==> config.mk <==
export PLATFORM = sky130hd
export DESIGN_NAME = ubx_frame_parser_unit_flat
export DESIGN_NICKNAME = d
export VERILOG_FILES = /design/src/rtl/core/ufp_pkg.sv /design/src/rtl/core/ufp_stream_if.sv /design/src/rtl/core/ubx_frame_parser_unit.sv /design/src/flat_wrapper.sv
export SDC_FILE = /design/constraint.sdc
export NUM_CORES = 1
export LEC_CHECK = 0
export ABC_AREA = 0
export ABC_CLOCK_PERIOD_IN_PS = 11410
export BUFFER_PORTS_ARGS = -buffer_cell sky130_fd_sc_hd__buf_2
export CAP_MARGIN = 20
export CORE_MARGIN = 2
export CORE_UTILIZATION = 50
export DETAILED_ROUTE_END_ITERATION = 6
export GPL_TIMING_DRIVEN = 0
export PLACE_DENSITY = 0.69
export SLEW_MARGIN = 20
export SYNTH_ARGS = -nofsm -noshare
export SYNTH_HDL_FRONTEND = slang
export SYNTH_SLANG_ARGS = --single-unit
==> constraint.sdc <==
create_clock -name clk -period 11.41 [get_ports clk]
set_clock_uncertainty 0.15 [all_clocks]
set_input_delay 0.5705 -clock clk [delete_from_list [all_inputs] [get_ports clk]]
set_output_delay 0.5705 -clock clk [all_outputs]
set_load 0.005 [all_outputs]
==> src/rtl/core/ufp_pkg.sv <==
// Package for the binary frame parser: word types for the input and result
// channels, parser phase encoding and protocol constants. No dependencies.
`default_nettype none

package ufp_pkg;

    localparam logic [7:0]  SYNC1      = 8'hB5;
    localparam logic [7:0]  SYNC2      = 8'h62;
    localparam logic [15:0] ACK_ID_NAK = 16'h0500;
    localparam logic [15:0] ACK_ID_ACK = 16'h0501;

    typedef enum logic [3:0] {
        PH_IDLE    = 4'd0,
        PH_SYNC1   = 4'd1,
        PH_SYNC2   = 4'd2,
        PH_CLASS   = 4'd3,
        PH_ID      = 4'd4,
        PH_LEN_LO  = 4'd5,
        PH_PAYLOAD = 4'd6,
        PH_CK_A    = 4'd7,
        PH_CK_B    = 4'd8
    } phase_t;

    typedef enum logic {
        FUNC_DATA    = 1'b0,
        FUNC_RESTART = 1'b1
    } func_t;

    typedef struct packed {
        logic       func;
        logic [7:0] rx_byte;
    } in_word_t;

    typedef struct packed {
        logic [3:0]  parse_state;
        logic        frame_ok;
        logic        checksum_fail;
        logic [15:0] message_id;
        logic [15:0] frame_length;
        logic        payload_valid;
        logic [15:0] payload_index;
        logic [7:0]  payload_byte;
        logic        is_ack_frame;
        logic [15:0] acked_id;
    } out_word_t;

endpackage

`default_nettype wire

==> src/rtl/core/ufp_stream_if.sv <==
// Valid/ready stream channel carrying one word of a given packed type.
// Used for both the byte input and the result output of the frame parser.
`default_nettype none

interface ufp_stream_if #(
    parameter type data_t = logic
);
    logic  valid;
    logic  ready;
    data_t data;

    modport source (output valid, output data, input ready);
    modport sink   (input valid, input data, output ready);
endinterface

`default_nettype wire

==> src/rtl/core/ubx_frame_parser_unit.sv <==
// Binary frame parser top level: sync, header, Fletcher check and payload
// streaming. Depends on ufp_pkg and ufp_stream_if.
//
// Usage:
// - rx_ch (sink, data type ufp_pkg::in_word_t) takes one word per received
//   byte; func selects byte processing or a restart to idle.
// - res_ch (source, data type ufp_pkg::out_word_t) returns exactly one
//   result word for every accepted input word, in order.
// - The result is registered: a word accepted at an edge has its result
//   valid after that edge. Throughput is one word per cycle while res_ch
//   is ready; parser state and Fletcher sums update in one step per byte.
// - The result sits in an output register. A new input word is taken
//   whenever that register is empty or is being drained in the same cycle,
//   so a stalled receiver holds the result and back-pressures rx_ch.
// - Reset (rst_n low, asynchronous) returns the parser to idle, clears
//   sums, ids, lengths and the acknowledge word, and empties the output.
`default_nettype none

module ubx_frame_parser_unit (
    input  wire logic     clk,
    input  wire logic     rst_n,
    ufp_stream_if.sink    rx_ch,
    ufp_stream_if.source  res_ch
);

    ufp_pkg::phase_t phase_reg, phase_next;
    logic [7:0]  sum_a_reg, sum_a_next;
    logic [7:0]  sum_b_reg, sum_b_next;
    logic [15:0] frame_id_reg, frame_id_next;
    logic [15:0] bytes_left_reg, bytes_left_next;
    logic [15:0] byte_position_reg, byte_position_next;
    logic [15:0] last_length_reg, last_length_next;
    logic [15:0] ack_word_reg, ack_word_next;

    logic                 out_valid_reg;
    ufp_pkg::out_word_t   out_data_reg;
    ufp_pkg::out_word_t   result;

    logic        accept;
    logic        restart;
    logic [7:0]  b;
    logic        ack_cur;
    logic        ack_new;
    logic [7:0]  acc_a;
    logic [7:0]  acc_b;
    logic [15:0] len_full;
    logic [15:0] left_dec;
    logic        ok;
    logic        fail;
    logic        pv;

    assign rx_ch.ready  = !out_valid_reg || res_ch.ready;
    assign accept       = rx_ch.valid && rx_ch.ready;
    assign restart      = (rx_ch.data.func == ufp_pkg::FUNC_RESTART);
    assign b            = rx_ch.data.rx_byte;
    assign res_ch.valid = out_valid_reg;
    assign res_ch.data  = out_data_reg;

    assign ack_cur  = (frame_id_reg == ufp_pkg::ACK_ID_NAK)
                   || (frame_id_reg == ufp_pkg::ACK_ID_ACK);
    assign ack_new  = (frame_id_next == ufp_pkg::ACK_ID_NAK)
                   || (frame_id_next == ufp_pkg::ACK_ID_ACK);
    assign acc_a    = sum_a_reg + b;
    assign acc_b    = sum_b_reg + acc_a;
    assign len_full = {b, bytes_left_reg[7:0]};
    assign left_dec = bytes_left_reg - 16'd1;

    // Phase transitions.
    always_comb
    begin
        phase_next = phase_reg;
        if (restart)
        begin
            phase_next = ufp_pkg::PH_IDLE;
        end
        else
        begin
            case (phase_reg)
                ufp_pkg::PH_SYNC1:
                    phase_next = (b == ufp_pkg::SYNC2) ? ufp_pkg::PH_SYNC2 : ufp_pkg::PH_IDLE;
                ufp_pkg::PH_SYNC2:
                    phase_next = ufp_pkg::PH_CLASS;
                ufp_pkg::PH_CLASS:
                    phase_next = ufp_pkg::PH_ID;
                ufp_pkg::PH_ID:
                    phase_next = ufp_pkg::PH_LEN_LO;
                ufp_pkg::PH_LEN_LO:
                    phase_next = (len_full == 16'd0) ? ufp_pkg::PH_CK_A : ufp_pkg::PH_PAYLOAD;
                ufp_pkg::PH_PAYLOAD:
                    phase_next = (left_dec == 16'd0) ? ufp_pkg::PH_CK_A : ufp_pkg::PH_PAYLOAD;
                ufp_pkg::PH_CK_A:
                    phase_next = (b == sum_a_reg) ? ufp_pkg::PH_CK_B : ufp_pkg::PH_IDLE;
                ufp_pkg::PH_CK_B:
                    phase_next = ufp_pkg::PH_IDLE;
                default:
                    phase_next = (b == ufp_pkg::SYNC1) ? ufp_pkg::PH_SYNC1 : ufp_pkg::PH_IDLE;
            endcase
        end
    end

    // Datapath and result flags.
    always_comb
    begin
        sum_a_next         = sum_a_reg;
        sum_b_next         = sum_b_reg;
        frame_id_next      = frame_id_reg;
        bytes_left_next    = bytes_left_reg;
        byte_position_next = byte_position_reg;
        last_length_next   = last_length_reg;
        ack_word_next      = ack_word_reg;
        ok                 = 1'b0;
        fail               = 1'b0;
        pv                 = 1'b0;
        if (!restart)
        begin
            case (phase_reg)
                ufp_pkg::PH_SYNC2:
                begin
                    sum_a_next    = b;
                    sum_b_next    = b;
                    frame_id_next = {b, 8'h00};
                end
                ufp_pkg::PH_CLASS:
                begin
                    sum_a_next    = acc_a;
                    sum_b_next    = acc_b;
                    frame_id_next = {frame_id_reg[15:8], b};
                end
                ufp_pkg::PH_ID:
                begin
                    sum_a_next      = acc_a;
                    sum_b_next      = acc_b;
                    bytes_left_next = {8'h00, b};
                end
                ufp_pkg::PH_LEN_LO:
                begin
                    sum_a_next         = acc_a;
                    sum_b_next         = acc_b;
                    bytes_left_next    = len_full;
                    byte_position_next = 16'd0;
                    if (!ack_cur)
                    begin
                        last_length_next = len_full;
                    end
                end
                ufp_pkg::PH_PAYLOAD:
                begin
                    sum_a_next = acc_a;
                    sum_b_next = acc_b;
                    if (ack_cur)
                    begin
                        // Only the first two payload bytes form the acknowledged id.
                        if (byte_position_reg == 16'd0)
                        begin
                            ack_word_next = {b, ack_word_reg[7:0]};
                        end
                        else if (byte_position_reg == 16'd1)
                        begin
                            ack_word_next = {ack_word_reg[15:8], b};
                        end
                    end
                    else
                    begin
                        pv = 1'b1;
                    end
                    byte_position_next = byte_position_reg + 16'd1;
                    bytes_left_next    = left_dec;
                end
                ufp_pkg::PH_CK_A:
                begin
                    fail = (b != sum_a_reg);
                end
                ufp_pkg::PH_CK_B:
                begin
                    ok   = (b == sum_b_reg);
                    fail = (b != sum_b_reg);
                end
                default:
                begin
                end
            endcase
        end

        result.parse_state   = phase_next;
        result.frame_ok      = ok;
        result.checksum_fail = fail;
        result.message_id    = frame_id_next;
        result.frame_length  = last_length_next;
        result.payload_valid = pv;
        result.payload_index = pv ? byte_position_reg : 16'd0;
        result.payload_byte  = pv ? b : 8'd0;
        result.is_ack_frame  = ack_new;
        result.acked_id      = ack_word_next;
    end

    always_ff @(posedge clk or negedge rst_n)
    begin
        if (!rst_n)
        begin
            phase_reg         <= ufp_pkg::PH_IDLE;
            sum_a_reg         <= 8'd0;
            sum_b_reg         <= 8'd0;
            frame_id_reg      <= 16'd0;
            bytes_left_reg    <= 16'd0;
            byte_position_reg <= 16'd0;
            last_length_reg   <= 16'd0;
            ack_word_reg      <= 16'd0;
            out_valid_reg     <= 1'b0;
        end
        else
        begin
            if (accept)
            begin
                phase_reg         <= phase_next;
                sum_a_reg         <= sum_a_next;
                sum_b_reg         <= sum_b_next;
                frame_id_reg      <= frame_id_next;
                bytes_left_reg    <= bytes_left_next;
                byte_position_reg <= byte_position_next;
                last_length_reg   <= last_length_next;
                ack_word_reg      <= ack_word_next;
                out_valid_reg     <= 1'b1;
            end
            else if (res_ch.ready)
            begin
                out_valid_reg <= 1'b0;
            end
        end
    end

    always_ff @(posedge clk)
    begin
        if (accept)
        begin
            out_data_reg <= result;
        end
    end

endmodule

`default_nettype wire

==> src/flat_wrapper.sv <==
// flat-port wrapper written by rule: the top's interface ports become plain ports
module ubx_frame_parser_unit_flat 
  (clk, rst_n, rx_ch_valid, rx_ch_data, rx_ch_ready, res_ch_valid, res_ch_data, res_ch_ready);
  ufp_stream_if #(.data_t(ufp_pkg::in_word_t)) rx_ch_i ();
  ufp_stream_if #(.data_t(ufp_pkg::out_word_t)) res_ch_i ();
  input  wire logic clk;
  input  wire logic rst_n;
  input wire logic [$bits(rx_ch_i.valid)-1:0] rx_ch_valid;
  input wire logic [$bits(rx_ch_i.data)-1:0] rx_ch_data;
  output wire logic [$bits(rx_ch_i.ready)-1:0] rx_ch_ready;
  output wire logic [$bits(res_ch_i.valid)-1:0] res_ch_valid;
  output wire logic [$bits(res_ch_i.data)-1:0] res_ch_data;
  input wire logic [$bits(res_ch_i.ready)-1:0] res_ch_ready;
  assign rx_ch_i.valid = rx_ch_valid;
  assign rx_ch_i.data = rx_ch_data;
  assign rx_ch_ready = rx_ch_i.ready;
  assign res_ch_valid = res_ch_i.valid;
  assign res_ch_data = res_ch_i.data;
  assign res_ch_i.ready = res_ch_ready;
  ubx_frame_parser_unit u_core (.clk(clk), .rst_n(rst_n), .rx_ch(rx_ch_i), .res_ch(res_ch_i));
endmodule
==> impl_results.md <==
- Result of the run: complete, no violations
- Area used by sequential logic in the layout: 4930 um2
- Proportion of power drawn by combinational gates: 16.6%
- Maximum number of pins on one net before global-route repair: 64
- Clock network power share: 35.6%
- Y dimension of the die: 138.7 um
- Wire length after detailed routing: 21110 um
- Gr usage total: 22.38%
- Highest achievable clock rate: 0.2404 GHz
- Global route total overflow: 0
- Share of post-route cells with drive strength above 1: 23.46%
- Multi-input combinational cell area: 3875 um2
- Clock slew seen by the registers of the worst setup and hold paths: 60 ps
- Leakage: 0.004688 uW
- Insertion delay of the later-clocked pin in the worst-skew pair: 440 ps
- Count of H-tree levels built during CTS: 4
- Worst setup path class: primary input to register
- Max-slew violations: 0
- Die Outline Area: 19250 um2
- Slowest stage delay, CP: 570 ps
- Cells traversed along the worst timing path: buf_2 > clkbuf_1 > clkbuf_1 > inv_1 > fa_1 > nor2b_1 > o21ai_0 > nand2b_1 > xor2_1 > ha_1 > inv_1 > nor2_1 > o31a_1 > o41ai_1 > xor2_1 > o22ai_1 > a2bb2oi_1
- Count of cell types in the netlist: 65
- Per-cell via count in the routed design: 5.696
- Synth Warn #: 0
- Final clock period utilization by the worst path: 36.46%
- Detail Route Antenna Nets: 0
- Worst path slowest cell: sky130_fd_sc_hd__clkbuf_1
- Proportion of synthesized flip-flops having asynchronous set or reset: 55.80%
- Number of iterations in the first detailed-routing pass: 6
- Worst-path maximum fanout: 10
- Normalized max-slew margin: 30.92%
- Fin nets: 963
- Detailed placement HPWL: 14700 um
- Final setup violating endpoints: 0
- Post-synthesis cell count: 814
- Sequential Power Share: 47.8%
- Critical Path Source Type: primary input
- Die width: 138.7 um
- TritonCTS Buffers: 17
- Global routing usage on met3: 3.591%
- Global-route wire length before repair: 34020 um
- P_int: 1174 uW
- Number of flip-flops in the largest register: 80
- # Max-Cap Violations: 0
- Setup TNS: 0 ps
- Time the final worst path needs with I/O delays and setup: 4160 ps
- TritonCTS clock tree: built
- Power per cell area: 153.5 nW/um2
- Synthesized flop and latch total: 181
- Final Hold Fails: 0
- Num rows: 49
- Setup repair after global routing missed its margin: false
- Primary FF master, synth: sky130_fd_sc_hd__dfrtp_1
- Switching share of power: 27.02%
- Buffer type at the clock tree root: sky130_fd_sc_hd__clkbuf_16
- Final Power: 1608 uW
- First-iteration detailed-routing DRC count: 524
- Vias after detailed routing: 6670
- Core Box Area: 17900 um2
- Boundary pin count: 95
- Average cell area after synthesis: 11.15 um2
- TritonCTS sink count: 181
- Endpoint type of the worst setup path: register
- Input/output buffers: 92
- Global routing usage on met2: 36.01%
- Maximum vdd ir drop: 0.0001087 V
- Number of enable-type register cells in the synthesized netlist: 80
- Worst-margin pin slew: 1027 ps
- Starting density of the core: 50.70%
- Number of nets produced by synthesis: 848
- Path class of the lowest-slack min-delay path: primary input to register
- Total of cells resized after clock tree synthesis: 0
- Sequential share of the synthesized area: 54.31%
- Most Crowded Layer GR: met2
- Crit path required time: 11610 ps
- Final estimated routing congestion in global placement: 0.9209
- Via count of the first global-routing pass: 6306
- Number of filler cells placed in the layout: 1480
- Antenna cells: 0
- Switching Power: 434.5 uW
- Post-route DRC violation count: 0
- Signal arrival time at the worst endpoint: 4370 ps
- Initial antenna violation count: 0
- Met1 demand-to-capacity share in global routing: 30.81%
- Combined area of all synthesized cells: 9076 um2
- Signed area change from the synthesized netlist to the final layout: 15.41%
- Routed len/inst: 18.03 um
- CTS max path bufs: 2
cells in the mapped netlist, types with 10 or more instances:
| library cell | number | area share [%] |
|---|---|---|
| sky130_fd_sc_hd__clkbuf_1 | 36 | 1.5 |
| sky130_fd_sc_hd__edfxtp_1 | 80 | 26 |
| sky130_fd_sc_hd__buf_2 | 10 | 0.55 |
| sky130_fd_sc_hd__mux2i_1 | 10 | 1.1 |
| sky130_fd_sc_hd__nand3_1 | 19 | 1.0 |
| sky130_fd_sc_hd__nor4_1 | 21 | 1.4 |
| sky130_fd_sc_hd__nor2b_1 | 14 | 0.96 |
| sky130_fd_sc_hd__nor3_1 | 12 | 0.66 |
| sky130_fd_sc_hd__mux2_2 | 75 | 9.3 |
| sky130_fd_sc_hd__o21ai_0 | 54 | 3.0 |
| sky130_fd_sc_hd__xor2_1 | 21 | 2.0 |
| sky130_fd_sc_hd__a21oi_1 | 44 | 2.4 |
| sky130_fd_sc_hd__dfrtp_1 | 101 | 28 |
| sky130_fd_sc_hd__nand2b_1 | 10 | 0.69 |
| sky130_fd_sc_hd__nor2_1 | 49 | 2.0 |
| sky130_fd_sc_hd__xnor2_1 | 23 | 2.2 |
| sky130_fd_sc_hd__inv_1 | 17 | 0.70 |
| sky130_fd_sc_hd__nand2_1 | 85 | 3.5 |
| sky130_fd_sc_hd__nand4_1 | 10 | 0.69 |
| sky130_fd_sc_hd__and2_1 | 22 | 1.5 |
| sky130_fd_sc_hd__ha_1 | 19 | 2.6 |
cell families after synthesis:
kind of cell	synth area share [%]
compound gates	9.085
xor+xnor	4.246
fa+ha+maj	3.060
buf+inv	2.991
flops	54.31
mux	10.41
simple gates	15.89
layout make-up:
class,count,share of cell area (%)
well taps,229,2.735
clock inverters,11,1.206
clock buffers,21,4.205
flip-flops and latches,181,47.06
plain buffers,50,1.995
multi-input cells,566,36.99
repair buffers,96,5.196
inverters,17,0.6092
repair_timing:
item | CTS | global route
hold buffers | 1 | 0
buffers inserted | 0 | 0
endpoints found under the hold margin | 38 | 0
layer usage:
metal | wire (um) | part of all wire (%) | vias to the layer above
met5 | 0 | 0 | -
met4 | 480 | 2.3 | 0
met1 | 9256 | 44 | 3234
met2 | 10170 | 48 | 221
met3 | 1204 | 5.7 | 41
li1 | - | - | 3174
final timing paths:
check,slack (ps),cells past startpoint,from,end
worst max-delay path,7250,17,rx_ch_data[1],u_core.sum_b_reg[7]$_DFFE_PN0P_
worst min register to register,340,2,u_core.ack_word_reg[9]$_DFFE_PN0P_,u_core.ack_word_reg[9]$_DFFE_PN0P_
worst min-delay path,210,2,rx_ch_valid,u_core.res_ch.valid$_DFFE_PN0P_
max in group asynchronous,10000,3,rst_n,u_core.sum_b_reg[7]$_DFFE_PN0P_
worst max register to register,8200,15,u_core.sum_a_reg[0]$_DFFE_PN0P_,u_core.sum_b_reg[7]$_DFFE_PN0P_
min in group asynchronous,460,2,rst_n,u_core.ack_word_reg[0]$_DFFE_PN0P_
cell usage in the layout, fill, tap and decap left out, types with 23 or more instances in the layout:
cell                         n
sky130_fd_sc_hd__dfrtp_1   101
sky130_fd_sc_hd__xnor2_1    23
sky130_fd_sc_hd__o21ai_0    54
sky130_fd_sc_hd__mux2_2     75
sky130_fd_sc_hd__nor2_1     49
sky130_fd_sc_hd__a21oi_1    44
sky130_fd_sc_hd__buf_2     102
sky130_fd_sc_hd__edfxtp_1   80
sky130_fd_sc_hd__nand2_1    85
sky130_fd_sc_hd__clkbuf_1   40
critical path: cells and delay by family:
family / cells / cell delay [ps]
adder cells (fa/ha/maj): 2 / 820
AO/OA/AOI/OAI: 5 / 840
XOR/XNOR: 2 / 430
buffers and inverters: 5 / 1420
AND/OR/NAND/NOR: 3 / 290
power by group through the flow:
stage / combinational [uW] / sequential, uW / clock [uW]
5_1_grt: 298 / 774 / 609
3_5_place_dp: 266 / 781 / 0
3_3_place_gp: 255 / 782 / 0
6_report: 267 / 769 / 572
2_1_floorplan: 188 / 775 / 0
4_1_cts: 268 / 768 / 582
per-stage QoR:
stage | util, % | worst slack, ps | std cells | hold slack, ps | cell area, um2
after floorplan | - | 6972 | 814 | 124.9 | 9076
after global placement | 54.87 | 5506 | 1135 | 315.0 | 9823
after detailed placement | 55.29 | 6912 | 1138 | 329.5 | 9898
after CTS | 58.51 | 7325 | 1171 | 200.7 | 10480
after global routing | 58.51 | 7022 | 1171 | 215.0 | 10480
final | 58.51 | 7250 | 1171 | 206.7 | 10480
Note: power is estimated with default switching activity, not from simulation.
